--- src/sv/bdphr_pkg.sv ---
`default_nettype none
// ----------------------------------------------------------------------------
// bdphr_pkg: shared definitions for the button debouncer
// Register indexes, field widths, the button state type and its output code.
// ----------------------------------------------------------------------------
package bdphr_pkg;

   localparam int unsigned TickWidth    = 16;
   localparam int unsigned ElapsedWidth = 17;
   localparam int unsigned CsrIdxWidth  = 2;
   localparam int unsigned CodeWidth    = 2;

   localparam logic [ElapsedWidth-1:0] ElapsedMax = {ElapsedWidth{1'b1}};

   localparam logic [CsrIdxWidth-1:0] CSR_ACTIVE_LOW     = 2'd0;
   localparam logic [CsrIdxWidth-1:0] CSR_DEBOUNCE_TICKS = 2'd1;
   localparam logic [CsrIdxWidth-1:0] CSR_HOLD_TICKS     = 2'd2;

   localparam logic [TickWidth-1:0] DebounceReset = 16'd50;
   localparam logic [TickWidth-1:0] HoldReset     = 16'd1000;

   localparam logic [CodeWidth-1:0] CODE_UNPRESSED = 2'd0;
   localparam logic [CodeWidth-1:0] CODE_PRESSED   = 2'd1;
   localparam logic [CodeWidth-1:0] CODE_RELEASED  = 2'd2;
   localparam logic [CodeWidth-1:0] CODE_HELD      = 2'd3;

   typedef enum logic [3:0] {
      ST_UNPRESSED = 4'b0001,
      ST_PRESSED   = 4'b0010,
      ST_RELEASED  = 4'b0100,
      ST_HELD      = 4'b1000
   } button_state_type;

   function automatic logic [CodeWidth-1:0] encode_state(input button_state_type st);
      logic [CodeWidth-1:0] code;
      case (st)
         ST_UNPRESSED: code = CODE_UNPRESSED;
         ST_PRESSED:   code = CODE_PRESSED;
         ST_RELEASED:  code = CODE_RELEASED;
         ST_HELD:      code = CODE_HELD;
         default:      code = CODE_UNPRESSED;
      endcase
      return code;
   endfunction

endpackage
`default_nettype wire

--- src/sv/button_debounce_press_hold_release_top.sv ---
`default_nettype none
// ----------------------------------------------------------------------------
// button_debounce_press_hold_release_top: debounced button with long press
// One request per millisecond tick carries the raw pin level; every request
// yields one response with the button state and its decoded flags.
//
// Request channel req_valid/req_ready with req_pin_level. Response channel
// rsp_valid/rsp_ready with rsp_button_state (0 unpressed, 1 pressed,
// 2 released, 3 held) and the is_pressed/is_released/is_held flags.
// csr_we/csr_index/csr_wdata writes active_low, debounce_ticks, hold_ticks.
//
// The state update happens at the accepting edge and the response is in
// the output register on the next cycle. The block takes one request per
// cycle as long as the receiver keeps taking the responses.
// req_ready stays high while the output register is empty or being taken;
// a stalled receiver holds the response and blocks only the next request.
// Synchronous reset clears the state to unpressed, the pending flag and the
// elapsed counter, and restores the register defaults.
// ----------------------------------------------------------------------------
module button_debounce_press_hold_release_top (
   input  wire  logic                              clock,
   input  wire  logic                              reset,
   input  wire  logic                              req_valid,
   output logic                                    req_ready,
   input  wire  logic                              req_pin_level,
   output logic                                    rsp_valid,
   input  wire  logic                              rsp_ready,
   output logic [bdphr_pkg::CodeWidth-1:0]         rsp_button_state,
   output logic                                    rsp_is_pressed,
   output logic                                    rsp_is_released,
   output logic                                    rsp_is_held,
   input  wire  logic                              csr_we,
   input  wire  logic [bdphr_pkg::CsrIdxWidth-1:0] csr_index,
   input  wire  logic [bdphr_pkg::TickWidth-1:0]   csr_wdata
);

   logic                                   active_low_ff;
   logic [bdphr_pkg::TickWidth-1:0]        debounce_ff;
   logic [bdphr_pkg::TickWidth-1:0]        hold_ff;

   bdphr_pkg::button_state_type            state_ff, state_in;
   logic                                   pending_ff, pending_in;
   logic [bdphr_pkg::ElapsedWidth-1:0]     elapsed_ff, elapsed_in, elapsed_inc;

   logic                                   rsp_valid_ff;
   logic [bdphr_pkg::CodeWidth-1:0]        rsp_code_ff;

   logic req_fire;
   logic level;
   logic debounce_done;
   logic hold_done;

   assign req_ready = !rsp_valid_ff || rsp_ready;
   assign req_fire  = req_valid && req_ready;
   assign level     = req_pin_level ^ active_low_ff;

   assign elapsed_inc = (elapsed_ff == bdphr_pkg::ElapsedMax) ? elapsed_ff
                        : elapsed_ff + 1'b1;
   assign debounce_done = elapsed_inc > {1'b0, debounce_ff};
   assign hold_done     = elapsed_inc > {1'b0, hold_ff};

   always_comb begin
      state_in   = state_ff;
      pending_in = pending_ff;
      elapsed_in = elapsed_inc;
      if (pending_ff && debounce_done) begin
         // timer expired: confirm if the level still calls for it
         pending_in = 1'b0;
         if (level && state_ff == bdphr_pkg::ST_UNPRESSED) begin
            state_in = bdphr_pkg::ST_PRESSED;
         end else if (!level && (state_ff == bdphr_pkg::ST_PRESSED ||
                                 state_ff == bdphr_pkg::ST_HELD)) begin
            state_in = bdphr_pkg::ST_RELEASED;
         end
      end else if (!pending_ff && !level && state_ff != bdphr_pkg::ST_UNPRESSED) begin
         if (state_ff == bdphr_pkg::ST_RELEASED) begin
            state_in = bdphr_pkg::ST_UNPRESSED;
         end else begin
            elapsed_in = '0;
            pending_in = 1'b1;
         end
      end else if (!pending_ff && level && state_ff == bdphr_pkg::ST_UNPRESSED) begin
         elapsed_in = '0;
         pending_in = 1'b1;
      end else if (state_ff == bdphr_pkg::ST_PRESSED && hold_done) begin
         state_in = bdphr_pkg::ST_HELD;
      end
   end

   always_ff @(posedge clock) begin
      if (reset) begin
         active_low_ff <= 1'b0;
         debounce_ff   <= bdphr_pkg::DebounceReset;
         hold_ff       <= bdphr_pkg::HoldReset;
      end else if (csr_we) begin
         case (csr_index)
            bdphr_pkg::CSR_ACTIVE_LOW:     active_low_ff <= csr_wdata[0];
            bdphr_pkg::CSR_DEBOUNCE_TICKS: debounce_ff   <= csr_wdata;
            bdphr_pkg::CSR_HOLD_TICKS:     hold_ff       <= csr_wdata;
            default: ;
         endcase
      end
   end

   always_ff @(posedge clock) begin
      if (reset) begin
         state_ff   <= bdphr_pkg::ST_UNPRESSED;
         pending_ff <= 1'b0;
         elapsed_ff <= '0;
      end else if (req_fire) begin
         state_ff   <= state_in;
         pending_ff <= pending_in;
         elapsed_ff <= elapsed_in;
      end
   end

   always_ff @(posedge clock) begin
      if (reset) begin
         rsp_valid_ff <= 1'b0;
      end else if (req_fire) begin
         rsp_valid_ff <= 1'b1;
      end else if (rsp_ready) begin
         rsp_valid_ff <= 1'b0;
      end
   end

   always_ff @(posedge clock) begin
      if (req_fire) begin
         rsp_code_ff <= bdphr_pkg::encode_state(state_in);
      end
   end

   assign rsp_valid        = rsp_valid_ff;
   assign rsp_button_state = rsp_code_ff;
   assign rsp_is_pressed   = rsp_code_ff == bdphr_pkg::CODE_PRESSED ||
                             rsp_code_ff == bdphr_pkg::CODE_HELD;
   assign rsp_is_released  = rsp_code_ff == bdphr_pkg::CODE_RELEASED;
   assign rsp_is_held      = rsp_code_ff == bdphr_pkg::CODE_HELD;

`ifndef SYNTHESIS
   // accepted request always shows up as a response next cycle
   a_rsp_after_req: assert property (@(posedge clock) disable iff (reset)
      req_fire |=> rsp_valid)
      else $error("response missing after accepted request");

   a_unpressed_next: assert property (@(posedge clock) disable iff (reset)
      state_ff == bdphr_pkg::ST_UNPRESSED |=>
         (state_ff == bdphr_pkg::ST_UNPRESSED || state_ff == bdphr_pkg::ST_PRESSED))
      else $error("illegal transition out of unpressed");

   a_released_next: assert property (@(posedge clock) disable iff (reset)
      state_ff == bdphr_pkg::ST_RELEASED |=>
         (state_ff == bdphr_pkg::ST_RELEASED || state_ff == bdphr_pkg::ST_UNPRESSED))
      else $error("illegal transition out of released");

   // arming the timer restarts the elapsed count
   a_arm_clears_count: assert property (@(posedge clock) disable iff (reset)
      $rose(pending_ff) |-> elapsed_ff == '0)
      else $error("elapsed count not cleared on arming");
`endif

endmodule
`default_nettype wire
--- config.mk ---
export PLATFORM = sky130hd
export DESIGN_NAME = button_debounce_press_hold_release_top
export DESIGN_NICKNAME = d
export VERILOG_FILES = /design/src/sv/bdphr_pkg.sv /design/src/sv/button_debounce_press_hold_release_top.sv
export SDC_FILE = /design/constraint.sdc
export NUM_CORES = 1
export LEC_CHECK = 0
export BUFFER_PORTS_ARGS = -buffer_cell sky130_fd_sc_hd__buf_2
export CAP_MARGIN = 25
export CORE_ASPECT_RATIO = 1.5
export CORE_MARGIN = 2
export CORE_UTILIZATION = 50
export DETAILED_ROUTE_END_ITERATION = 10
export PLACE_DENSITY = 0.69
export SLEW_MARGIN = 15
export SYNTH_ARGS = -nofsm -noshare
export SYNTH_HDL_FRONTEND = slang
export SYNTH_SLANG_ARGS = --single-unit
export TNS_END_PERCENT = 5
--- constraint.sdc ---
create_clock -name clock -period 4.5 [get_ports clock]
set_input_delay 1.35 -clock clock [delete_from_list [all_inputs] [get_ports clock]]
set_output_delay 1.35 -clock clock [all_outputs]
set_load 0.05 [all_outputs]
# --- After elaboration in Yosys (flattened, before gate mapping) ---
# Cells that the tools add are included.
op_classes:
  n_addsub: 1
  n_lt_le_gt_ge: 2
  eq_ne: 15
  muxes: 19
  bitwise: 1
  n_reduce_logical: 22
ops:
  columns: ["cell", "n"]
  rows:
  - ["17-bit two-way mux", 5]
  - ["17-bit by 16-bit greater-than comparator with 1-bit output", 2]
  - ["4-bit two-way mux", 7]
  - ["17-bit by 1-bit adder with 17-bit output (second input constant)", 1]
  - ["17-bit equality test (second input constant)", 1]
  - ["1-bit logical AND", 9]
  - ["4-bit by 2-bit equality test with 1-bit output (second input constant)", 2]
  - ["4-bit by 3-bit equality test with 1-bit output (second input constant)", 2]
  - ["4-bit equality test (second input constant)", 2]
  - ["2-bit equality test (second input constant)", 3]
  - ["1-bit two-way mux", 6]
  - ["2-bit case mux with 3 select lines", 1]
  - ["2-bit AND reduction", 3]
  - ["2-bit by 1-bit equality test with 1-bit output (second input constant)", 2]
  - ["4-bit by 1-bit equality test with 1-bit output (second input constant)", 1]
  - ["4-bit by 1-bit inequality test with 1-bit output (second input constant)", 1]
  - ["1-bit logical NOT", 3]
  - ["1-bit logical OR", 3]
  - ["3-bit inequality test (second input constant)", 1]
  - ["3-bit AND reduction", 1]
  - ["3-bit nonzero test", 1]
  - ["2-bit logical NOT", 1]
  - ["2-bit nonzero test", 1]
  - ["1-bit XOR", 1]
word_totals:
  reg_bits: 58
  input_bits: 24
  out_inout_bits: 7
  elab_cells: 68

# --- Logic depth before layout (Yosys ltp) ---
depth:
  depth_word: 10
  depth_mapped: 16
  ltp_nobuf: 15

# --- Worst setup path before layout ---
# No wires, ideal clock.
synth_path:
  path_type: "reg-to-reg"
  start: "register elapsed_ff[0] in the netlist's numbering"
  end: "register state_ff[1]"
  setup_time_ns: 0.119
  arrival_time_ns: 3.370
  required_ns: 4.381
  path_slack_ns: 1.011
  path_stages_with_launch: 16
  n_path_buf: 1
  synth_period_minus_slack_ns: 3.489
  path_cell_list: "dfxtp_1 ha_1 nand4_1 nor4_4 a21oi_2 and3_1 buf_2 nand3_1 xnor2_1 ha_1 nand3_1 or3_1 o311ai_1 nand3_2 mux2i_1 o221a_2"
synth_between:
  elab_chain_cells: 8
  word_cells_on_any_way: 11
  classes_between: "add/sub (1); order compare (2); eq/ne (1); mux (5); reduce/logical (2)"
synth_rtl:
  columns: ["element", "line", "source"]
  rows:
  - ["start, declared", "button_debounce_press_hold_release_top.sv:43", "logic [bdphr_pkg::ElapsedWidth-1:0] elapsed_ff, elapsed_in, elapsed_inc;"]
  - ["start signal, assigned", "button_debounce_press_hold_release_top.sv:113", "elapsed_ff <= elapsed_in;"]
  - ["17-bit by 1-bit adder with 17-bit output or 17-bit equality test (tied branches)", "button_debounce_press_hold_release_top.sv:58, button_debounce_press_hold_release_top.sv:57", null]
  - ["17-bit two-way mux *", "button_debounce_press_hold_release_top.sv:57", "assign elapsed_inc = (elapsed_ff == bdphr_pkg::ElapsedMax) ? elapsed_ff"]
  - ["17-bit by 16-bit greater-than comparator with 1-bit output", "button_debounce_press_hold_release_top.sv:60", "assign hold_done = elapsed_inc > {1'b0, hold_ff};"]
  - ["1-bit logical AND", "button_debounce_press_hold_release_top.sv:85", "end else if (state_ff == bdphr_pkg::ST_PRESSED && hold_done) begin"]
  - ["4-bit two-way mux", "button_debounce_press_hold_release_top.sv:85", null]
  - ["4-bit two-way mux", "button_debounce_press_hold_release_top.sv:82", "end else if (!pending_ff && level && state_ff == bdphr_pkg::ST_UNPRESSED) begin"]
  - ["4-bit two-way mux", "button_debounce_press_hold_release_top.sv:75", "end else if (!pending_ff && !level && state_ff != bdphr_pkg::ST_UNPRESSED) begin"]
  - ["4-bit two-way mux *", "button_debounce_press_hold_release_top.sv:66", "if (pending_ff && debounce_done) begin"]
  - ["end signal, assigned", "button_debounce_press_hold_release_top.sv:107", "state_ff <= bdphr_pkg::ST_UNPRESSED;"]
  - ["end signal, assigned", "button_debounce_press_hold_release_top.sv:111", "state_ff <= state_in;"]
  - ["end, declared", "button_debounce_press_hold_release_top.sv:41", "bdphr_pkg::button_state_type state_ff, state_in;"]
# Mark *: on every way between the ends. The rest lies on a longest branch, timed or not.
# A chain may end at the register's enable or synchronous reset.

# --- Worst setup path after layout ---
layout_path:
  start: "register elapsed_ff[0] in the netlist's numbering"
  end: "register rsp_code_ff, in the netlist rsp_button_state[1], data pin"
layout_between:
  elab_chain_cells: 10
  word_cells_on_any_way: 15
  classes_between: "add/sub (1); order compare (2); eq/ne (4); mux (6); reduce/logical (2)"
layout_rtl:
  columns: ["element", "line", "source"]
  rows:
  - ["17-bit by 1-bit adder with 17-bit output or 17-bit equality test (tied branches)", "button_debounce_press_hold_release_top.sv:58, button_debounce_press_hold_release_top.sv:57", null]
  - ["17-bit two-way mux *", "button_debounce_press_hold_release_top.sv:57", null]
  - ["17-bit by 16-bit greater-than comparator with 1-bit output", "button_debounce_press_hold_release_top.sv:60", null]
  - ["1-bit logical AND", "button_debounce_press_hold_release_top.sv:85", null]
  - ["4-bit two-way mux", "button_debounce_press_hold_release_top.sv:85", null]
  - ["4-bit two-way mux", "button_debounce_press_hold_release_top.sv:82", null]
  - ["4-bit two-way mux", "button_debounce_press_hold_release_top.sv:75", null]
  - ["4-bit two-way mux *", "button_debounce_press_hold_release_top.sv:66", null]
  - ["4-bit equality test, or another cell as far along", "bdphr_pkg.sv:36", "case (st)"]
  - ["2-bit case mux with 3 select lines *", "bdphr_pkg.sv:36", null]
  - ["end signal, assigned", "button_debounce_press_hold_release_top.sv:129", "rsp_code_ff <= bdphr_pkg::encode_state(state_in);"]
  - ["end, declared", "button_debounce_press_hold_release_top.sv:46", "logic [bdphr_pkg::CodeWidth-1:0] rsp_code_ff;"]
# Marked as above.

==> reports/metrics.yaml <==
busiest_layer: "met2"
slew_headroom: 0.469
ant_nets: 0
cts_tree: "built"
setup-violations-final: 0
fillers: 633
syn_area_sq_um: 3480
clock_skew_ns: 0.00677
crit_type: "flop to flop"
rows: 37
cts_setup_buffers: 0
synthArstFlopShare: 0
multi_input_area_sq_um: 2050
antenna_cells: 0
grt_antenna_before_repair: 0
fin_area_sq_um: 3840
boundaryPins: 31
rsz0062_at_grt: "no"
power_mw: 1.10
fin_setup_tns_ns: 0
ys_types: 62
regArea_sq_um: 1180
use_met2: 0.385
total_leakage_power_nw: 1.66
drtIter0Drc: 205
synth-edff-count: 2
use_met1: 0.261
nNetsFinal: 517
hold_path.class: "flop to flop"
dp_hpwl_um: 6140
grt_pass1_wl_um: 13500
fin_crit_sh: 0.866
worstMarginPinSlew_ns: 0.797
grt_util_met3: 0.0474
io_buffer_count: 30
drt-pass1-iter-count: 4
die_y_um: 106
required_ns: 4.59
root_buffer: "clkbuf_8"
cts_buffers: 9
grt_max_degree: 27
core_sq_um: 6810
via_per_inst: 5.75
syn_nets: 491
hold_violations: 0
yosys_warnings: 0
postCtsHoldBufs: 0
layout-drive-gt1-share: 0.133
cts_buffer_depth: 2
period_needed_ns: 3.89
yosys_most_used_dff: "dfxtp_1"
finalMaxSlewViolations: 0
wirelength_um: 8130
cts_resized: 0
overflow: 0
vias: 3124
die_x_um: 72.2
endpoint_kind: "flop"
hold_slack_ns: 0.454
cp_max_fo: 8
path_clk_slew_ns: 0.07
floorplan.initialDensity: 0.512
maxCapViolCount: 0
synth_seq_cells: 58
cp-start-kind: "flop"
ys_seq_area_frac: 0.339
wl_per_cell_um: 15.0
worstPathArrival_ns: 3.99
first_global_vias: 2921
syn_inst: 434
power_density_nw_per_um2: 286
gp_congestion: 0.894
grt_usage: 0.229
syn_area_per_cell_sq_um: 8.03
cts_max_level: 3
place_area_sq_um: 3650
clock-sinks: 58
route.detailed.drc: 0
status: "completed"
syn2layout_area_growth_pct: 10.1
max_freq_mhz: 257
vdd_drop_max_mv: 0.213
dieArea_sq_um: 7670
clk_latency_ns: 0.34
==> synthesized netlist by cell type (4+ instances only) <==
cell type / instances / area (sq um)
a21oi_1: 43 / 215
a31oi_1: 8 / 50.1
clkbuf_1: 12 / 45.0
dfxtp_1: 56 / 1120
ha_1: 33 / 413
inv_1: 39 / 146
mux2i_1: 4 / 40.0
nand2_1: 79 / 297
nand3_1: 13 / 65.1
nand4_1: 7 / 43.8
nor2_1: 21 / 78.8
nor3_1: 6 / 30.0
nor4_1: 4 / 25.0
o211ai_1: 11 / 82.6
o21ai_0: 11 / 55.1
xnor2_1: 10 / 87.6
xor2_1: 7 / 61.3
==> cell families (layout without fill, tap and decap cells) <==
group | Yosys count | in the layout | share of synthesized area
AOI/OAI and AO/OA | 104 | 104 | 0.192
xor gates and xnor gates | 17 | 17 | 0.0427
muxes | 5 | 5 | 0.0147
buffers and inverters | 59 | 90 | 0.0740
and+or+nand+nor | 158 | 158 | 0.219
adders and majority gates | 33 | 33 | 0.118
DFF | 58 | 58 | 0.339
==> critical path, stage by stage, from the launching register on <==
cell and delay [ns]:
dfxtp_1 0.41, ha_1 0.28, nand4_1 0.18, nor4_4 0.31, a21oi_2 0.20, and3_1 0.28
nand3_1 0.13, xnor2_1 0.11, ha_1 0.31, nand3_1 0.11, or3_1 0.42, o311ai_1 0.32
nand3_2 0.24, mux2i_1 0.25, a21oi_1 0.10
==> layout make-up <==
cell class                 count  area share
multi-input combinational    317       0.533
sequential                    58       0.308
tap                           78      0.0254
clock buffer                  14      0.0450
clock inverter                 2     0.00261
inverter                      40      0.0391
timing repair buffer          34      0.0470
==> state kept, by name, indices dropped and copies added, names as in the netlist <==
register and cells:
elapsed_ff 17, rsp_valid 1, rsp_button_state 2, pending_ff 1
debounce_ff 16, active_low_ff 1, state_ff 4, hold_ff 16
==> layer usage <==
metal	vias to the layer above	wire, um	share of wire
li1	1569	-	-
met1	1441	3390	0.42
met2	91	4070	0.50
met3	23	371	0.046
met4	0	299	0.037
met5	-	0	0
==> layout by cell type (no fill, tap or decap), types with 3 or more instances in the layout <==
cell      Yosys  layout
a22oi_1       3       3
xnor2_1      10      10
xor2_1        7       7
a31oi_1       8       8
nand3_1      13      13
and3_1        3       3
dfxtp_1      56      56
nand4_1       7       7
buf_2         1      30
nand2_1      79      79
nor2_1       21      21
clkbuf_8      2      12
nor3b_1       3       3
inv_1        39      39
nand2b_1      3       3
buf_4         0       4
nor4_1        4       4
a21oi_1      43      43
ha_1         33      33
or3_1         3       3
o211ai_1     11      11
mux2i_1       4       4
o21ai_0      11      11
nor3_1        6       6
==> worst paths after layout <==
| kind | cells after the start | endpoint | from | slack [ns] |
|---|---|---|---|---|
| hold / removal | 2 | hold_ff[12] | hold_ff[12] | 0.45 |
| hold reg to reg | 2 | hold_ff[12] | hold_ff[12] | 0.45 |
| setup / recovery | 14 | rsp_button_state[1] | elapsed_ff[0] | 0.61 |
| setup reg to reg | 14 | rsp_button_state[1] | elapsed_ff[0] | 0.61 |
==> metrics by stage <==
stage          cells  setup WS, ns   util
5_1_grt          543         0.328  0.564
3_5_place_dp     527         0.656  0.537
6_report         543         0.605  0.564
3_3_place_gp     527         0.783  0.537
4_1_cts          543         0.638  0.564
2_1_floorplan    434          1.01      -
==> power breakdown <==
group	internal (mW)	total, mW	switching [mW]
Clock	0.243	0.442	0.199
Sequential	0.531	0.539	0.00828
Combinational	0.0407	0.117	0.0761
Total	0.815	1.10	0.283
No activity file was read; power rests on OpenSTA's default activity.
